`config.mk`:
```
export PLATFORM = sky130hd
export DESIGN_NAME = linear_array_queue
export DESIGN_NICKNAME = d
export VERILOG_FILES = /design/src/sv/laq_pkg.sv /design/src/sv/linear_array_queue.sv /design/src/sv/laq_ram.sv /design/src/sv/laq_ctrl.sv
export SDC_FILE = /design/constraint.sdc
export NUM_CORES = 1
export LEC_CHECK = 0
export ABC_AREA = 1
export BUFFER_PORTS_ARGS = -buffer_cell sky130_fd_sc_hd__buf_2
export CAP_MARGIN = 20
export CORE_UTILIZATION = 65
export CTS_CLUSTER_SIZE = 14
export DETAILED_ROUTE_END_ITERATION = 8
export GPL_TIMING_DRIVEN = 0
export HOLD_SLACK_MARGIN = 0.02
export PLACE_DENSITY = 0.84
export SETUP_SLACK_MARGIN = 0.5
export SYNTH_ARGS = -nofsm -noshare
export SYNTH_HDL_FRONTEND = slang
export SYNTH_SLANG_ARGS = --single-unit
```
`constraint.sdc`:
```
create_clock -name clk_i -period 12.48 [get_ports clk_i]
set_clock_uncertainty 0.1 [all_clocks]
set_input_delay 2.496 -clock clk_i [delete_from_list [all_inputs] [get_ports clk_i]]
set_output_delay 2.496 -clock clk_i [all_outputs]
set_load 0.02 [all_outputs]
```
`src/sv/laq_pkg.sv`:
```
// shared types and constants for the linear array queue
// no dependencies; imported by linear_array_queue, laq_ctrl and laq_checker
`timescale 1ns / 1ps

package laq_pkg;

  // queue geometry
  localparam int DEPTH    = 8;
  localparam int IDX_W    = $clog2(DEPTH);
  localparam int DATA_W   = 32;
  localparam logic [IDX_W-1:0] LAST_IDX = IDX_W'(DEPTH - 1);

  // stream word widths
  localparam int S_TDATA_W = ((DATA_W + 7) / 8) * 8;
  localparam int M_TDATA_W = ((DATA_W + 2 + 7) / 8) * 8;

  // input opcodes
  typedef enum logic [1:0] {
    OP_ENQ  = 2'd0,
    OP_DEQ  = 2'd1,
    OP_PEEK = 2'd2,
    OP_TRAV = 2'd3
  } op_e;

  // result status codes
  typedef enum logic [1:0] {
    ST_OK        = 2'd0,
    ST_OVERFLOW  = 2'd1,
    ST_UNDERFLOW = 2'd2
  } status_e;

  // one result word
  typedef struct packed {
    status_e            status;
    logic [DATA_W-1:0]  data;
    logic               is_full;
    logic               is_empty;
    logic               last;
  } res_t;

  // slot memory access request
  typedef struct packed {
    logic               we;
    logic [IDX_W-1:0]   waddr;
    logic [DATA_W-1:0]  wdata;
    logic               re;
    logic [IDX_W-1:0]   raddr;
  } ram_req_t;

endpackage

```
`src/sv/linear_array_queue.sv`:
```
// linear array queue: enqueue and any op on an empty queue give their word in the
// output register in the cycle after acceptance, one item per cycle while the output is free
// dequeue and peek go through the slot ram read register; no new op until the item ends
// traverse of n entries: first word by that path, then one per cycle while the output is free
// reset clears head, tail and the entries flag; slot contents are kept and never cleared
// top level; depends on laq_pkg, laq_ctrl and laq_ram
`timescale 1ns / 1ps

module linear_array_queue (
  input  logic                              clk_i,
  input  logic                              rst_ni,
  input  logic                              s_axis_tvalid,
  output logic                              s_axis_tready,
  input  logic [laq_pkg::S_TDATA_W-1:0]     s_axis_tdata,  // value
  input  logic [1:0]                        s_axis_tuser,  // opcode
  output logic                              m_axis_tvalid,
  input  logic                              m_axis_tready,
  output logic [laq_pkg::M_TDATA_W-1:0]     m_axis_tdata,  // data, is_full, is_empty, zero pad
  output logic [1:0]                        m_axis_tuser,  // status
  output logic                              m_axis_tlast
);
  import laq_pkg::*;

  logic              out_valid_q;
  res_t              out_q;
  logic              out_free;
  logic              res_valid;
  res_t              res;
  ram_req_t          ram_req;
  logic [DATA_W-1:0] ram_rdata;

  assign out_free = !out_valid_q || m_axis_tready;

  // sequencer
  laq_ctrl u_ctrl (
    .clk_i       (clk_i),
    .rst_ni      (rst_ni),
    .in_valid_i  (s_axis_tvalid),
    .in_ready_o  (s_axis_tready),
    .in_op_i     (op_e'(s_axis_tuser)),
    .in_value_i  (s_axis_tdata[DATA_W-1:0]),
    .out_free_i  (out_free),
    .res_valid_o (res_valid),
    .res_o       (res),
    .ram_req_o   (ram_req),
    .ram_rdata_i (ram_rdata)
  );

  // slot storage
  laq_ram #(
    .Depth (DEPTH),
    .Width (DATA_W)
  ) u_ram (
    .clk_i   (clk_i),
    .we_i    (ram_req.we),
    .waddr_i (ram_req.waddr),
    .wdata_i (ram_req.wdata),
    .re_i    (ram_req.re),
    .raddr_i (ram_req.raddr),
    .rdata_o (ram_rdata)
  );

  // output register valid
  always_ff @(posedge clk_i or negedge rst_ni) begin
    if (!rst_ni) begin
      out_valid_q <= 1'b0;
    end else if (res_valid) begin
      out_valid_q <= 1'b1;
    end else if (m_axis_tready) begin
      out_valid_q <= 1'b0;
    end
  end

  // output register payload
  always_ff @(posedge clk_i) begin
    if (res_valid) begin
      out_q <= res;
    end
  end

  // output word packing
  assign m_axis_tvalid = out_valid_q;
  assign m_axis_tdata  = {{(M_TDATA_W - DATA_W - 2){1'b0}}, out_q.is_empty, out_q.is_full,
                          out_q.data};
  assign m_axis_tuser  = out_q.status;
  assign m_axis_tlast  = out_q.last;

endmodule

```
`src/sv/laq_ram.sv`:
```
// generic single-write, single-read synchronous ram with registered read data
// no dependencies; holds the queue slots
`timescale 1ns / 1ps

module laq_ram #(
  parameter int Depth = 8,
  parameter int Width = 32
) (
  input  logic                     clk_i,
  input  logic                     we_i,
  input  logic [$clog2(Depth)-1:0] waddr_i,
  input  logic [Width-1:0]         wdata_i,
  input  logic                     re_i,
  input  logic [$clog2(Depth)-1:0] raddr_i,
  output logic [Width-1:0]         rdata_o
);

  logic [Width-1:0] mem [Depth];
  logic [Width-1:0] rdata_q;

  // write port
  always_ff @(posedge clk_i) begin
    if (we_i) begin
      mem[waddr_i] <= wdata_i;
    end
  end

  // read port, data held until the next read
  always_ff @(posedge clk_i) begin
    if (re_i) begin
      rdata_q <= mem[raddr_i];
    end
  end

  assign rdata_o = rdata_q;

endmodule

```
`src/sv/laq_ctrl.sv`:
```
// queue sequencer: head/tail bookkeeping, slot reads and writes, result words
// depends on laq_pkg; drives laq_ram and the output register in the top level
`timescale 1ns / 1ps

module laq_ctrl (
  input  logic                            clk_i,
  input  logic                            rst_ni,
  input  logic                            in_valid_i,
  output logic                            in_ready_o,
  input  laq_pkg::op_e                    in_op_i,
  input  logic [laq_pkg::DATA_W-1:0]      in_value_i,
  input  logic                            out_free_i,
  output logic                            res_valid_o,
  output laq_pkg::res_t                   res_o,
  output laq_pkg::ram_req_t               ram_req_o,
  input  logic [laq_pkg::DATA_W-1:0]      ram_rdata_i
);
  import laq_pkg::*;

  localparam logic S_IDLE = 1'b0;
  localparam logic S_BUSY = 1'b1;

  logic             state_q, state_d;
  logic [IDX_W-1:0] head_q, head_d;
  logic [IDX_W-1:0] tail_q, tail_d;
  logic             hold_q, hold_d;
  logic [IDX_W-1:0] cur_q, cur_d;
  logic [IDX_W-1:0] end_q, end_d;
  logic             more_q, more_d;
  logic             pend_q, pend_d;
  logic             pend_last_q, pend_last_d;
  logic             fl_full_q, fl_full_d;
  logic             fl_empty_q, fl_empty_d;
  logic             full;
  logic             load;
  logic             issue;

  assign full = hold_q && (tail_q == LAST_IDX);

  // next state and result generation
  always_comb begin
    state_d     = state_q;
    head_d      = head_q;
    tail_d      = tail_q;
    hold_d      = hold_q;
    cur_d       = cur_q;
    end_d       = end_q;
    more_d      = more_q;
    pend_d      = pend_q;
    pend_last_d = pend_last_q;
    fl_full_d   = fl_full_q;
    fl_empty_d  = fl_empty_q;
    ram_req_o   = '0;
    res_valid_o = 1'b0;
    res_o       = '0;
    in_ready_o  = 1'b0;
    load        = 1'b0;
    issue       = 1'b0;

    unique case (state_q)
      S_IDLE: begin
        in_ready_o = out_free_i;
        if (in_valid_i && out_free_i) begin
          res_o.last = 1'b1;
          unique case (in_op_i)
            OP_ENQ: begin
              res_valid_o = 1'b1;
              if (full) begin
                res_o.status   = ST_OVERFLOW;
                res_o.is_full  = 1'b1;
                res_o.is_empty = 1'b0;
              end else begin
                ram_req_o.we    = 1'b1;
                ram_req_o.wdata = in_value_i;
                if (!hold_q) begin
                  head_d          = '0;
                  tail_d          = '0;
                  hold_d          = 1'b1;
                  ram_req_o.waddr = '0;
                end else begin
                  tail_d          = IDX_W'(tail_q + 1'b1);
                  ram_req_o.waddr = IDX_W'(tail_q + 1'b1);
                end
                res_o.status   = ST_OK;
                res_o.is_full  = (tail_d == LAST_IDX);
                res_o.is_empty = 1'b0;
              end
            end
            OP_DEQ, OP_PEEK, OP_TRAV: begin
              if (!hold_q) begin
                // empty queue: single underflow word
                res_valid_o    = 1'b1;
                res_o.status   = ST_UNDERFLOW;
                res_o.is_full  = 1'b0;
                res_o.is_empty = 1'b1;
              end else begin
                state_d    = S_BUSY;
                cur_d      = head_q;
                more_d     = 1'b1;
                end_d      = (in_op_i == OP_TRAV) ? tail_q : head_q;
                fl_full_d  = full;
                fl_empty_d = 1'b0;
                if (in_op_i == OP_DEQ) begin
                  if (head_q == tail_q) begin
                    head_d     = '0;
                    tail_d     = '0;
                    hold_d     = 1'b0;
                    fl_full_d  = 1'b0;
                    fl_empty_d = 1'b1;
                  end else begin
                    head_d = IDX_W'(head_q + 1'b1);
                  end
                end
              end
            end
          endcase
        end
      end
      S_BUSY: begin
        // move read data to the output, then issue the next read
        load  = pend_q && out_free_i;
        issue = more_q && (!pend_q || load);
        if (load) begin
          res_valid_o    = 1'b1;
          res_o.status   = ST_OK;
          res_o.data     = ram_rdata_i;
          res_o.is_full  = fl_full_q;
          res_o.is_empty = fl_empty_q;
          res_o.last     = pend_last_q;
          pend_d         = 1'b0;
          if (pend_last_q) begin
            state_d = S_IDLE;
          end
        end
        if (issue) begin
          ram_req_o.re    = 1'b1;
          ram_req_o.raddr = cur_q;
          pend_d          = 1'b1;
          pend_last_d     = (cur_q == end_q);
          more_d          = (cur_q != end_q);
          cur_d           = IDX_W'(cur_q + 1'b1);
        end
      end
    endcase
  end

  // control registers
  always_ff @(posedge clk_i or negedge rst_ni) begin
    if (!rst_ni) begin
      state_q <= S_IDLE;
      head_q  <= '0;
      tail_q  <= '0;
      hold_q  <= 1'b0;
      more_q  <= 1'b0;
      pend_q  <= 1'b0;
    end else begin
      state_q <= state_d;
      head_q  <= head_d;
      tail_q  <= tail_d;
      hold_q  <= hold_d;
      more_q  <= more_d;
      pend_q  <= pend_d;
    end
  end

  // walk registers and result flags
  always_ff @(posedge clk_i) begin
    cur_q       <= cur_d;
    end_q       <= end_d;
    pend_last_q <= pend_last_d;
    fl_full_q   <= fl_full_d;
    fl_empty_q  <= fl_empty_d;
  end

endmodule

```
# Word level (Yosys, flattened, before mapping)
# Memories as Yosys holds them, arrays and structs flattened. A register that Yosys moved wholly into a read port is not among the register bits.
# Index checks and enable logic that the tools add are counted.
[word_totals]
ff_bits = 57
ramBits = 256
inputBits = 38
n_memories = 1
[memory_table]
columns = ["name", "depth", "word_bits", "read_ports", "rd_clocked_by_memory_dff", "write_ports", "line", "source"]
rows = [
  ["u_ram.mem", 8, 32, 1, 1, 1, "laq_ram.sv:18", "logic [Width-1:0] mem [Depth];"],
]
[classes]
add_sub_neg = 3
eq_ne = 17
muxes = 70
bitwise = 1
reduce_logical = 20
[ops]
columns = ["cell", "count"]
rows = [
  ["2-to-1 mux 36 bit", 4],
  ["2-to-1 mux 3 bit", 21],
  ["2-to-1 mux 1 bit", 28],
  ["case mux 3 bit (2 select lines)", 4],
  ["case mux 2 bit (2 select lines)", 3],
  ["AND reduction 6 bit", 2],
  ["!= test 2 x 1 -> 1 bit (second input constant)", 5],
  ["case mux 1 bit (2 select lines)", 5],
  ["adder 3 x 1 -> 3 bit (second input constant)", 3],
  ["2-to-1 mux 4 bit", 2],
  ["!= test 2 bit (second input constant)", 4],
  ["AND reduction 4 bit", 2],
  ["equality test 3 bit", 2],
  ["equality test 3 bit (second input constant)", 2],
  ["2-to-1 mux 2 bit", 3],
  ["AND reduction 2 bit", 3],
  ["equality test 2 bit (second input constant)", 2],
  ["logical AND 1 bit", 4],
  ["nonzero test 2 bit", 2],
  ["!= test 3 bit", 1],
  ["AND reduction 3 bit", 1],
  ["OR reduction 3 bit", 1],
  ["equality test 2 x 1 -> 1 bit (second input constant)", 1],
  ["zero test 1 bit", 2],
  ["3 further kinds", 4],
]

# Logic depth before layout (Yosys ltp)
# Gate-level depths: netlist of run 1.
[logic_depth]
word_depth = 11
depth_mapped = 11
mapped_depth_nobuf = 10

# By module
# From an unflattened synthesis of run 1, not the netlist that was laid out.
[unflattened]
hier_cells = 1496
area_unflattened_um2 = 15155.8
[modules_own_cells]
columns = ["module", "n_inst", "cells_each", "area_each_um2", "seq_area_each_um2"]
rows = [
  ["laq_ram", 1, 1156, 12192.9, 8648.3],
  ["laq_ctrl", 1, 291, 1757.9, 520.5],
  ["linear_array_queue", 1, 49, 1204.9, 1136.1],
]

# Worst setup path after synthesis of run 1
# No wires, ideal clock.
[synth_path]
kind = "input-to-reg"
start = "input m_axis_tready"
end = "memory u_ram.mem[2][0], enable pin"
t_arrival_ns = 5.342
path_slack_ns = 6.577
path_stages = 8
n_path_buf = 0
path_cell_list = "inv_1 -> nand2_1 -> nand3_4 -> nor2_4 -> nand2_2 -> inv_2 -> nand2_1 -> nor3_1"
[synth_via]
elab_chain_cells = 6
[synth_rtl]
columns = ["item", "line", "source"]
rows = [
  ["start: declaration", "linear_array_queue.sv:17", "input logic m_axis_tready,"],
  ["logical OR 1 bit *", "linear_array_queue.sv:32", "assign out_free = !out_valid_q || m_axis_tready;"],
  ["logical AND 1 bit *", "laq_ctrl.sv:63", "if (in_valid_i && out_free_i) begin"],
  ["2-to-1 mux 36 bit *", "laq_ctrl.sv:63", ""],
  ["2-to-1 mux 36 bit *", "laq_ctrl.sv:60", "unique case (state_q)"],
  ["2-to-1 mux 1 bit", "laq_ram.sv:23", "if (we_i) begin"],
  ["2-to-1 mux 1 bit (not written as such)", "laq_ram.sv:24", "mem[waddr_i] <= wdata_i;"],
  ["end: declaration", "laq_ram.sv:18", ""],
]
# Mark *: on every way between the ends. The rest lies on a longest branch, timed or not.

# Worst setup path in the final report of run 1
[layout_path]
start = "input m_axis_tready"
end = "output s_axis_tready"
[layout_via]
elab_chain_cells = 2
[layout_rtl]
columns = ["item", "line", "source"]
rows = [
  ["logical OR 1 bit", "linear_array_queue.sv:32", ""],
  ["2-to-1 mux 1 bit", "laq_ctrl.sv:60", ""],
  ["end: declaration", "linear_array_queue.sv:13", "output logic s_axis_tready,"],
]
# No other way between the ends.

==> qor.yml, run 1 <==
placement:
  gp_congestion: 0.898
  hpwl_um: 25000
  dp_cells: 1919
  io_buffers: 76
floorplanning:
  die_w_um: 156
  die_y_um: 156
  core_mm2: 0.0234
  design.die.area_mm2: 0.0244
  io_pins: 83
  rows: 56
  start_util: 0.660
global_routing:
  grt_max_degree: 35
  gr-usage-all-layers: 0.322
  antenna_found_initial: 0
  grtUsageMet3: 0.0569
  grt_use_met1: 0.408
  grtUsageMet2: 0.538
  grt_pass1_wl_um: 58200
  overflow: 0
  gr-max-usage-layer: "met2"
  grt_pass1_vias: 11053
timing:
  max_freq_mhz: 171
  setup_viol_count_final: 0
  timing.slew.headroom: 0.408
  rsz0062_at_grt: "no"
  timing.final.crit_share: 0.468
  hold_viol: 0
  tns_ns: 0
  fin_crit_ns: 5.83
  maxSlewViolCount: 0
  worstMarginPinSlew_ns: 0.886
power_and_ir_drop:
  peakVddDrop_uv: 145
  switching_share: 0.372
  p_leak_nw: 7.85
  internal_power_w: 0.00238
  seq_power_share: 0.401
  p_sw_w: 0.00141
  pwr-share-comb: 0.342
  pwr_density_cell_mw_per_mm2: 215
  p_clk_frac: 0.258
logic_synthesis:
  synth_area_per_cell_um2: 10.3
  yosys_warnings: 0
  yosys-top-cells-area: "edfxtp_1 65%, nand2_1 8.1%, inv_1 6.6%, nand4_1 5.3%, nor2_1 5.1%"
  syn_inst: 1506
  ys_seq_area_frac: 0.667
  ys_ff_latch: 345
  synth_ff_type: "edfxtp_1"
  synth_top_area_frac: 0.649
  async_reset_ff_frac: 0.0319
  synthDistinctLibCells: 34
  synth_edf_count: 334
  mappedNetlistArea_mm2: 0.0154
  yosys.area.top_type: "edfxtp_1"
worst_setup_path:
  reg2reg_from: "u_ctrl.tail_q[0]$_DFFE_PN0P_"
  path_class: "input pin to output port"
  arrival_ns: 3.24
  worstPathMaxFanout: 4
  worstSetupStartpoint: "m_axis_tready"
  crit_path_end_kind: "output port"
  crit_path_start_kind: "input pin"
  worstPathRequired_ns: 9.88
clock_tree:
  clock_latency_ns: 0.51
  cts_tree: "yes"
  cts_buffer_depth: 3
  clockRootBuffer: "clkbuf_16"
  cts_resized: 0
  hold_buffers: 0
  clk_pin_slew_ns: 0.06
  post-cts-setup-buffer-count: 0
  htreeDepth: 2
  clock-sinks: 345
  cts_made_buffers: 35
layout:
  filler_cell_count: 1508
  stdcell_count: 1981
  syn_to_final_growth_pct: 14.0
  layout_common_cells: "334 x nand2_1, 334 x edfxtp_1, 272 x inv_1"
  nNetsFinal: 1679
  n_antenna_cell: 0
  drive_above_1_share: 0.139
routing:
  antenna_left: 0
  drt-initial-drc-count: 1707
  route.vias.total: 11399
  wire_per_inst_um: 19.4
  via_per_inst: 5.75
  dr.pass1.iters: 6
  drc: 0
  routed_wl_um: 38500
outcome:
  status: "complete, no violations"
run:
  cap_violations: 0
worst_hold_path:
  holdCritPathClass: "flip-flop to flip-flop"
  min_from: "u_ctrl.tail_q[1]$_DFFE_PN0P_"
## power by group through the flow
stage          Combinational, W  Clock, W  Sequential (W)
2_1_floorplan          0.000750         0         0.00161
3_3_place_gp            0.00119         0         0.00154
3_5_place_dp            0.00125         0         0.00154
4_1_cts                 0.00126  0.000980         0.00152
5_1_grt                 0.00138   0.00102         0.00153
6_report                0.00129  0.000976         0.00152
## metrics by stage
stage	total power (W)	hold slack [ns]	area (um2)	setup WS, ns	utilization
after detailed placement	0.00279	0.429	16500	6.64	0.707
final	0.00379	0.443	17600	6.65	0.752
after CTS	0.00376	0.443	17600	6.64	0.752
after global routing	0.00394	0.474	17600	6.54	0.752
after global placement	0.00273	0.408	16200	4.58	0.694
after floorplan	0.00236	0.389	15500	6.58	-
## registers in the layout (all words and copies together) (netlist names)
name                count
u_ctrl.cur_q            3
u_ctrl.end_q            3
u_ram.rdata_o          32
u_ctrl.head_q           3
u_ctrl.more_q           1
u_ctrl.hold_q           1
m_axis_tuser            2
m_axis_tlast            1
u_ram.mem             256
u_ctrl.fl_full_q        1
u_ctrl.tail_q           3
u_ctrl.state_q          1
u_ctrl.fl_empty_q       1
u_ctrl.pend_last_q      1
m_axis_tdata           34
u_ctrl.pend_q           1
m_axis_tvalid           1
## critical path, stage by stage
cell	delay, ns
buf_2	0.07
inv_1	0.05
nand2_1	0.14
inv_1	0.09
nor2_1	0.18
buf_2	0.21
## cells by family (layout without fill, tap and decap cells)
family                   Yosys count  after routing  synth area share
XOR/XNOR                           5              5           0.00284
flip-flops                       345            345             0.667
buffers and inverters            367            518             0.101
AO/OA/AOI/OAI                     19             19           0.00648
multiplexers                       1              1          0.000729
other                              1              6          0.000243
adder cells (fa/ha/maj)            4              4           0.00324
AND/OR/NAND/NOR                  764            764             0.218
## final cells by class
type | count | area (um2) | area share
clock inverter | 17 | 101 | 0.00576
inverter | 277 | 1040 | 0.0592
tap | 319 | 399 | 0.0227
buffer | 90 | 524 | 0.0298
sequential | 345 | 10300 | 0.585
multi-input combinational | 799 | 3660 | 0.208
timing repair buffer | 89 | 618 | 0.0351
clock buffer | 45 | 956 | 0.0543
## cells in the mapped netlist (2+ instances only)
cell and number:
a21oi_1 4, buf_1 2, buf_2 41, buf_4 20, buf_6 8, clkbuf_1 19
dfrtp_1 11, edfxtp_1 334, ha_1 4, inv_1 273, inv_2 3, nand2_1 334
nand2_2 2, nand3_1 73, nand3_2 2, nand3_4 2, nand4_1 130, nor2_1 209
nor3_1 4, o21ai_0 12, or2_2 3, xnor2_1 4
## path summary, 6_finish.rpt
| check | slack (ns) | depth (start not counted) | end |
|---|---|---|---|
| max in group asynchronous | 10.31 | 1 | u_ctrl.pend_q$_DFFE_PN0P_ |
| worst max-delay path | 6.65 | 6 | s_axis_tready |
| min in group asynchronous | 1.76 | 1 | u_ctrl.hold_q$_DFFE_PN0P_ |
| worst max register to register | 9.35 | 11 | u_ram.mem[2][16]$_DFFE_PP_ |
| worst min-delay path | 0.44 | 2 | u_ctrl.tail_q[1]$_DFFE_PN0P_ |
| worst min register to register | 0.44 | 2 | u_ctrl.tail_q[1]$_DFFE_PN0P_ |
## per-layer routing
| layer | up-vias | share of wire | wire, um |
|---|---|---|---|
| li1 | 5168 | - | - |
| met1 | 5293 | 0.35 | 13500 |
| met2 | 793 | 0.49 | 18800 |
| met3 | 145 | 0.12 | 4440 |
| met4 | 0 | 0.044 | 1680 |
| met5 | - | 0 | 0 |
No activity file was read; power rests on OpenSTA's default activity.
==> inputs of run 2 (changes only) <==
--- a/config.mk
+++ b/config.mk
@@ -5,15 +5,15 @@
 export SDC_FILE = /design/constraint.sdc
 export NUM_CORES = 1
 export LEC_CHECK = 0
-export ABC_AREA = 1
+export ABC_AREA = 0
 export BUFFER_PORTS_ARGS = -buffer_cell sky130_fd_sc_hd__buf_2
 export CAP_MARGIN = 20
-export CORE_UTILIZATION = 65
+export CORE_UTILIZATION = 60
 export CTS_CLUSTER_SIZE = 14
 export DETAILED_ROUTE_END_ITERATION = 8
 export GPL_TIMING_DRIVEN = 0
 export HOLD_SLACK_MARGIN = 0.02
-export PLACE_DENSITY = 0.84
+export PLACE_DENSITY = 0.79
 export SETUP_SLACK_MARGIN = 0.5
 export SYNTH_ARGS = -nofsm -noshare
 export SYNTH_HDL_FRONTEND = slang
==> constraint.sdc (replaced) <==
create_clock -name clk_i -period 5.8 [get_ports clk_i]
set_clock_uncertainty 0.1 [all_clocks]
set_input_delay 1.16 -clock clk_i [delete_from_list [all_inputs] [get_ports clk_i]]
set_output_delay 1.16 -clock clk_i [all_outputs]
set_load 0.02 [all_outputs]
==> qor.yml, run 2 <==
global_routing:
  gr-usage-all-layers: 0.248  # -0.0736
  overflow: 0  # unchanged
  grt_pass1_wl_um: 43500  # -25%
  grt_max_degree: 43  # +23%
  antenna_found_initial: 0  # unchanged
  grt_pass1_vias: 7579  # -31%
timing:
  rsz0062_at_grt: "no"
  fin_crit_ns: 3.95
  hold_viol: 0  # unchanged
  setup_viol_count_final: 0  # unchanged
  worstMarginPinSlew_ns: 1.09  # +0.202 ns
  max_freq_mhz: 253
  timing.slew.headroom: 0.274  # -0.134
  maxSlewViolCount: 0  # unchanged
  timing.final.crit_share: 0.681
clock_tree:
  clockRootBuffer: "clkbuf_16"
  cts_resized: 0  # unchanged
  cts_buffer_depth: 3  # unchanged
  clk_pin_slew_ns: 0.06  # about the same
  cts_tree: "yes"
  hold_buffers: 0  # unchanged
  post-cts-setup-buffer-count: 0  # unchanged
  clock-sinks: 345  # unchanged
  htreeDepth: 2  # unchanged
  clock_latency_ns: 0.51  # about the same
  cts_made_buffers: 35  # unchanged
power_and_ir_drop:
  pwr_density_cell_mw_per_mm2: 495  # +130%
  p_leak_nw: 5.58  # -29%
  peakVddDrop_uv: 302  # +110%
  p_total_w: 0.00786  # +110%
layout:
  largest_reg_flops: 256  # unchanged
  nNetsFinal: 945  # -44%
  syn_to_final_growth_pct: 15.8
  fin_area_mm2: 0.0159  # -9.7%
  largest-register: "u_ram.mem"
  stdcell_count: 1209  # -39%
  drive_above_1_share: 0.263  # +0.124
  post-route-util: 0.719  # -0.0329
  layout_common_cells: "334 x edfxtp_1, 87 x buf_2, 65 x and2_1"
  n_antenna_cell: 0  # unchanged
  final_common_cell: "edfxtp_1"
routing:
  drc: 0  # unchanged
  via_per_inst: 6.20  # +7.7%
  routed_wl_um: 28100  # -27%
  antenna_left: 0  # unchanged
  drt-initial-drc-count: 742  # -57%
  dr.pass1.iters: 5  # -1
  route.vias.total: 7495  # -34%
  wire_per_inst_um: 23.2  # +20%
placement:
  dpl-instance-area_mm2: 0.0148  # -11%
  dp_cells: 1146  # -40%
  io_buffers: 76  # unchanged
  hpwl_um: 18000  # -28%
  gp_congestion: 0.839  # -6.6%
logic_synthesis:
  ys_seq_area_frac: 0.751  # +0.0837
  synth_area_per_cell_um2: 17.8  # +74%
  synth_commonest_cells: "334 x edfxtp_1, 65 x and2_1, 46 x nor2_1"
  ys_ff_latch: 345  # unchanged
  mappedNetlistArea_mm2: 0.0137  # -11%
  yosys.area.top_type: "edfxtp_1"
  synth_ff_type: "edfxtp_1"
  async_reset_ff_frac: 0.0319  # unchanged
  synth_top_area_frac: 0.731  # +0.0815
  synth_edf_count: 334  # unchanged
  synth_most_common_cell: "edfxtp_1"
  yosys-top-cells-area: "edfxtp_1 73%, mux4_2 4.9%, and2_1 3.0%, mux2i_1 2.3%, a221oi_1 2.0%"
  yosys_warnings: 0  # unchanged
  syn_inst: 770  # -49%
  synthDistinctLibCells: 54  # +59%
worst_setup_path:
  arrival_ns: 4.05  # +0.81 ns
  path_class: "flip-flop to flip-flop"
  worstPathMaxFanout: 17  # +13
  worstPathRequired_ns: 5.91  # -3.97 ns
  crit_path_start_kind: "flip-flop"
  crit_path_end_kind: "flip-flop"
outcome:
  status: "complete, no violations"
floorplanning:
  design.die.area_mm2: 0.0235  # -3.7%
  io_pins: 83  # unchanged
  die_w_um: 153  # -1.9%
  core_mm2: 0.0221  # -5.6%
  rows: 54  # -3.6%
  start_util: 0.621  # -0.0388
  die_y_um: 153  # -1.9%
run:
  cap_violations: 0  # unchanged
worst_hold_path:
  holdCritPathClass: "input pin to async pin"
==> run 2: cell count changes in the layout (fill, tap and decap cells not counted), moves of 31 or more <==
cell | previous run | this run
mux2i_1 | 0 | 32
nand3_1 | 73 | 4
a221oi_1 | 0 | 32
inv_1 | 272 | 2
a31o_2 | 1 | 32
nor2_1 | 203 | 42
and2_1 | 1 | 65
o22a_1 | 0 | 32
nand4_1 | 130 | 2
nand2_1 | 334 | 13
==> run 2: stage by stage <==
step	hold WS, ns	setup TNS, ns	setup WS [ns]
global route	0.423	0	1.67
floorplan	0.384	0	0.842
CTS	0.412	0	1.84
global placement	0.400	-146.58	-1.37
detailed placement	0.407	0	1.30
finish	0.411	0	1.85
==> run 2: area by class of cell <==
class                      instances  area, um2
clock buffer                      39        933
sequential                       345      10300
clock inverter                    24        184
tap                              280        350
multi-input combinational        370       3190
fill                            1344       6200
buffer                            57        280
inverter                           3       11.3
timing repair buffer              91        636
==> run 2: logic make-up (layout without fill, tap and decap cells) <==
family / after synthesis / after routing / share of synthesized area
flip-flops: 345 / 345 / 0.751
AND/OR/NAND/NOR: 167 / 167 / 0.0678
AO/OA/AOI/OAI: 117 / 117 / 0.0714
multiplexers: 68 / 68 / 0.0797
buffers and inverters: 60 / 214 / 0.0212
XOR/XNOR: 8 / 8 / 0.00510
adder cells (fa/ha/maj): 4 / 4 / 0.00365
other: 1 / 6 / 0.000273
==> run 2: worst max-delay path: stages, from the launching register on <==
cell and delay [ns]:
dfrtp_1 0.45, ha_1 0.24, ha_1 0.24, nand2_1 0.18
nor4b_2 0.84, clkbuf_1 0.52, nand2_1 0.26, nor2_4 0.55
buf_16 0.24
==> run 2: worst paths after layout <==
kind	from	to	slack, ns	depth (start not counted)
worst max-delay path	u_ctrl.tail_q[0]$_DFFE_PN0P_	u_ram.mem[0][13]$_DFFE_PP_	1.85	8
worst min register to register	u_ram.rdata_o[7]$_DFFE_PP_	m_axis_tdata[7]$_SDFFCE_PN0P_	0.41	1
worst min-delay path	rst_ni	u_ctrl.head_q[2]$_DFFE_PN0P_	0.41	1
max in group asynchronous	rst_ni	u_ctrl.tail_q[1]$_DFFE_PN0P_	4.98	1
min in group clk_i	u_ram.rdata_o[7]$_DFFE_PP_	m_axis_tdata[7]$_SDFFCE_PN0P_	0.41	1
worst max register to register	u_ctrl.tail_q[0]$_DFFE_PN0P_	u_ram.mem[0][13]$_DFFE_PP_	1.85	8
==> run 2: per-layer routing <==
| metal | vias up | part of all wire | global-route usage |
|---|---|---|---|
| met1 | 3750 | 0.40 | 0.344 |
| met5 | - | 0 | 0 |
| li1 | 3348 | - | - |
| met2 | 345 | 0.49 | 0.399 |
| met3 | 52 | 0.078 | 0.0437 |
| met4 | 0 | 0.026 | 0.0962 |
==> run 2: report_power, final <==
part           switching, W  internal, W
clock              0.000885      0.00129
combinational       0.00144     0.000928
sequential         0.000118      0.00321
total               0.00244      0.00542
==> inputs of run 3 (changes only) <==
==> constraint.sdc (replaced) <==
create_clock -name clk_i -period 3.7 [get_ports clk_i]
set_clock_uncertainty 0.1 [all_clocks]
set_input_delay 0.74 -clock clk_i [delete_from_list [all_inputs] [get_ports clk_i]]
set_output_delay 0.74 -clock clk_i [all_outputs]
set_load 0.02 [all_outputs]
==> qor.yml, run 3 (same netlist as run 2, synthesis figures left out) <==
worst_setup_path:
  worst_r2r_path_depth: 7  # -1
  endpoint: "u_ram.mem[7][16]$_DFFE_PP_"
  arrival_ns: 3.13  # -0.92 ns
  r2r_slack_ns: 0.70  # -1.15 ns
  worst_r2r_endpoint: "u_ram.mem[5][10]$_DFFE_PP_"
  crit_path_end_kind: "flip-flop"
  worstSetupStartpoint: "s_axis_tuser[0]"
  crit_path_start_kind: "input pin"
  reg2reg_from: "u_ctrl.tail_q[0]$_DFFE_PN0P_"
  worstPathMaxFanout: 20  # +3
  worstPathRequired_ns: 3.82  # -2.09 ns
  path_class: "input pin to flip-flop"
layout:
  post-route-util: 0.722  # +0.00255
  final_common_cell: "edfxtp_1"
  n_antenna_cell: 0  # unchanged
  layout_common_cells: "334 x edfxtp_1, 87 x buf_2, 65 x and2_1"
  largest_reg_flops: 256  # unchanged
  largest-register: "u_ram.mem"
  fin_area_mm2: 0.0160  # +0.35%
  drive_above_1_share: 0.260  # -0.00215
  syn_to_final_growth_pct: 16.2
  filler_cell_count: 1321  # -1.7%
  nNetsFinal: 949  # +0.42%
worst_hold_path:
  holdCritPathClass: "flip-flop to flip-flop"
timing:
  timing.final.ws_setup_ns: 0.680  # -1.17 ns
  setup_viol_count_final: 0  # unchanged
  hold_viol: 0  # unchanged
  maxSlewViolCount: 0  # unchanged
  fin_crit_ns: 3.02
  worstMarginPinSlew_ns: 1.12  # +0.0311 ns
  max_freq_mhz: 331
  timing.slew.headroom: 0.254  # -0.0207
  rsz0062_at_grt: "no"
  timing.final.crit_share: 0.816
  holdWs_ns: 0.412  # +0.000327 ns
clock_tree:
  cts_made_buffers: 36  # +2.9%
  htreeDepth: 2  # unchanged
  cts_buffer_depth: 3  # unchanged
  clk_pin_slew_ns: 0.06  # about the same
  cts_tree: "yes"
  clock-sinks: 345  # unchanged
  clockRootBuffer: "clkbuf_16"
  clock_latency_ns: 0.52  # about the same
power_and_ir_drop:
  pwr_density_cell_mw_per_mm2: 762  # +54%
  p_leak_nw: 5.59  # about the same
  p_total_w: 0.0121  # +55%
  peakVddDrop_uv: 530  # +76%
routing:
  drt-initial-drc-count: 729  # -1.8%
  wire_per_inst_um: 24.2  # +4.3%
  antenna_left: 0  # unchanged
  route.vias.total: 7623  # +1.7%
  drc: 0  # unchanged
  dr.pass1.iters: 5  # unchanged
  routed_wl_um: 29300  # +4.3%
  via_per_inst: 6.31  # +1.7%
floorplanning:
  rows: 54  # unchanged
  die_w_um: 153  # unchanged
  start_util: 0.621  # unchanged
  core_mm2: 0.0221  # unchanged
  design.die.area_mm2: 0.0235  # unchanged
  die_y_um: 153  # unchanged
  io_pins: 83  # unchanged
global_routing:
  antenna_found_initial: 0  # unchanged
  grt_max_degree: 43  # unchanged
  gr-usage-all-layers: 0.256  # +0.00769
  grt_pass1_wl_um: 44400  # +2.1%
  grt_pass1_vias: 7741  # +2.1%
  overflow: 0  # unchanged
placement:
  hpwl_um: 17800  # -0.75%
  gp_congestion: 0.876  # +4.4%
  dpl-instance-area_mm2: 0.0148  # +0.48%
  dp_slack_ns: -0.360  # -1.66 ns
  io_buffers: 76  # unchanged
run:
  cap_violations: 0  # unchanged
outcome:
  status: "complete, no violations"
run 3: cell types whose count changed in the layout (fill, tap and decap cells not counted), moves of 3 or more:
cell | before | now
buf_6 | 11 | 3
buf_16 | 4 | 9
clkbuf_1 | 33 | 38
buf_4 | 8 | 12
clkinv_1 | 12 | 8
clkinv_2 | 9 | 5
bufinv_16 | 3 | 0
nor3_2 | 4 | 1
nor3_4 | 0 | 3
run 3: per-stage QoR:
stage                     instances  setup TNS, ns
after CTS                      1205              0
after global routing           1209              0
after detailed placement       1143         -12.06
after floorplan                 775              0
after global placement         1131        -249.29
final                          1209              0
run 3: worst min path at each step:
stage | from | endpoint | slack, ns | depth (start not counted)
2_1_floorplan | rst_ni | m_axis_tvalid$_DFFE_PN0P_ | 0.34 | 0
3_3_place_gp | u_ctrl.fl_full_q$_DFFE_PP_ | m_axis_tdata[32]$_DFFE_PP_ | 0.40 | 2
3_5_place_dp | u_ctrl.fl_full_q$_DFFE_PP_ | m_axis_tdata[32]$_DFFE_PP_ | 0.39 | 2
4_1_cts | u_ctrl.fl_full_q$_DFFE_PP_ | m_axis_tdata[32]$_DFFE_PP_ | 0.41 | 2
5_1_grt | u_ram.rdata_o[17]$_DFFE_PP_ | m_axis_tdata[17]$_SDFFCE_PN0P_ | 0.43 | 1
6_report | u_ram.rdata_o[5]$_DFFE_PP_ | m_axis_tdata[5]$_SDFFCE_PN0P_ | 0.41 | 1
run 3: critical path, cell delays in order:
cell,delay [ns]
buf_2,0.12
buf_2,0.17
or4b_1,0.70
nor3_2,0.52
and3_2,0.63
buf_16,0.24
run 3: report_power, final:
group	switching (W)	internal, W	total, W
clock network	0.00140	0.00181	0.00321
registers	0.000182	0.00503	0.00521
logic	0.00228	0.00145	0.00373
run 3: repair_timing:
item / in CTS / in global routing
hold buffers: 1 / 0
buffers inserted: 1 / 4
endpoints found under the setup margin: 64 / 45
resized for setup: 3 / 0
pin swaps: 1 / 1
hold endpoints to repair: 11 / 0
run 3: layout make-up:
type / instances / area, um2 / area share
clock buffer: 45 / 945 / 0.0592
inverter: 3 / 11.3 / 0.000706
buffer: 57 / 284 / 0.0178
tap: 280 / 350 / 0.0220
sequential: 345 / 10300 / 0.646
clock inverter: 15 / 85.1 / 0.00533
multi-input combinational: 370 / 3220 / 0.202
timing repair buffer: 94 / 748 / 0.0469
run 3: routing by layer:
layer	global-route usage	wire, um
met1	0.341	11800
met4	0.115	986
met3	0.0374	1860
met5	0	0
met2	0.424	14600
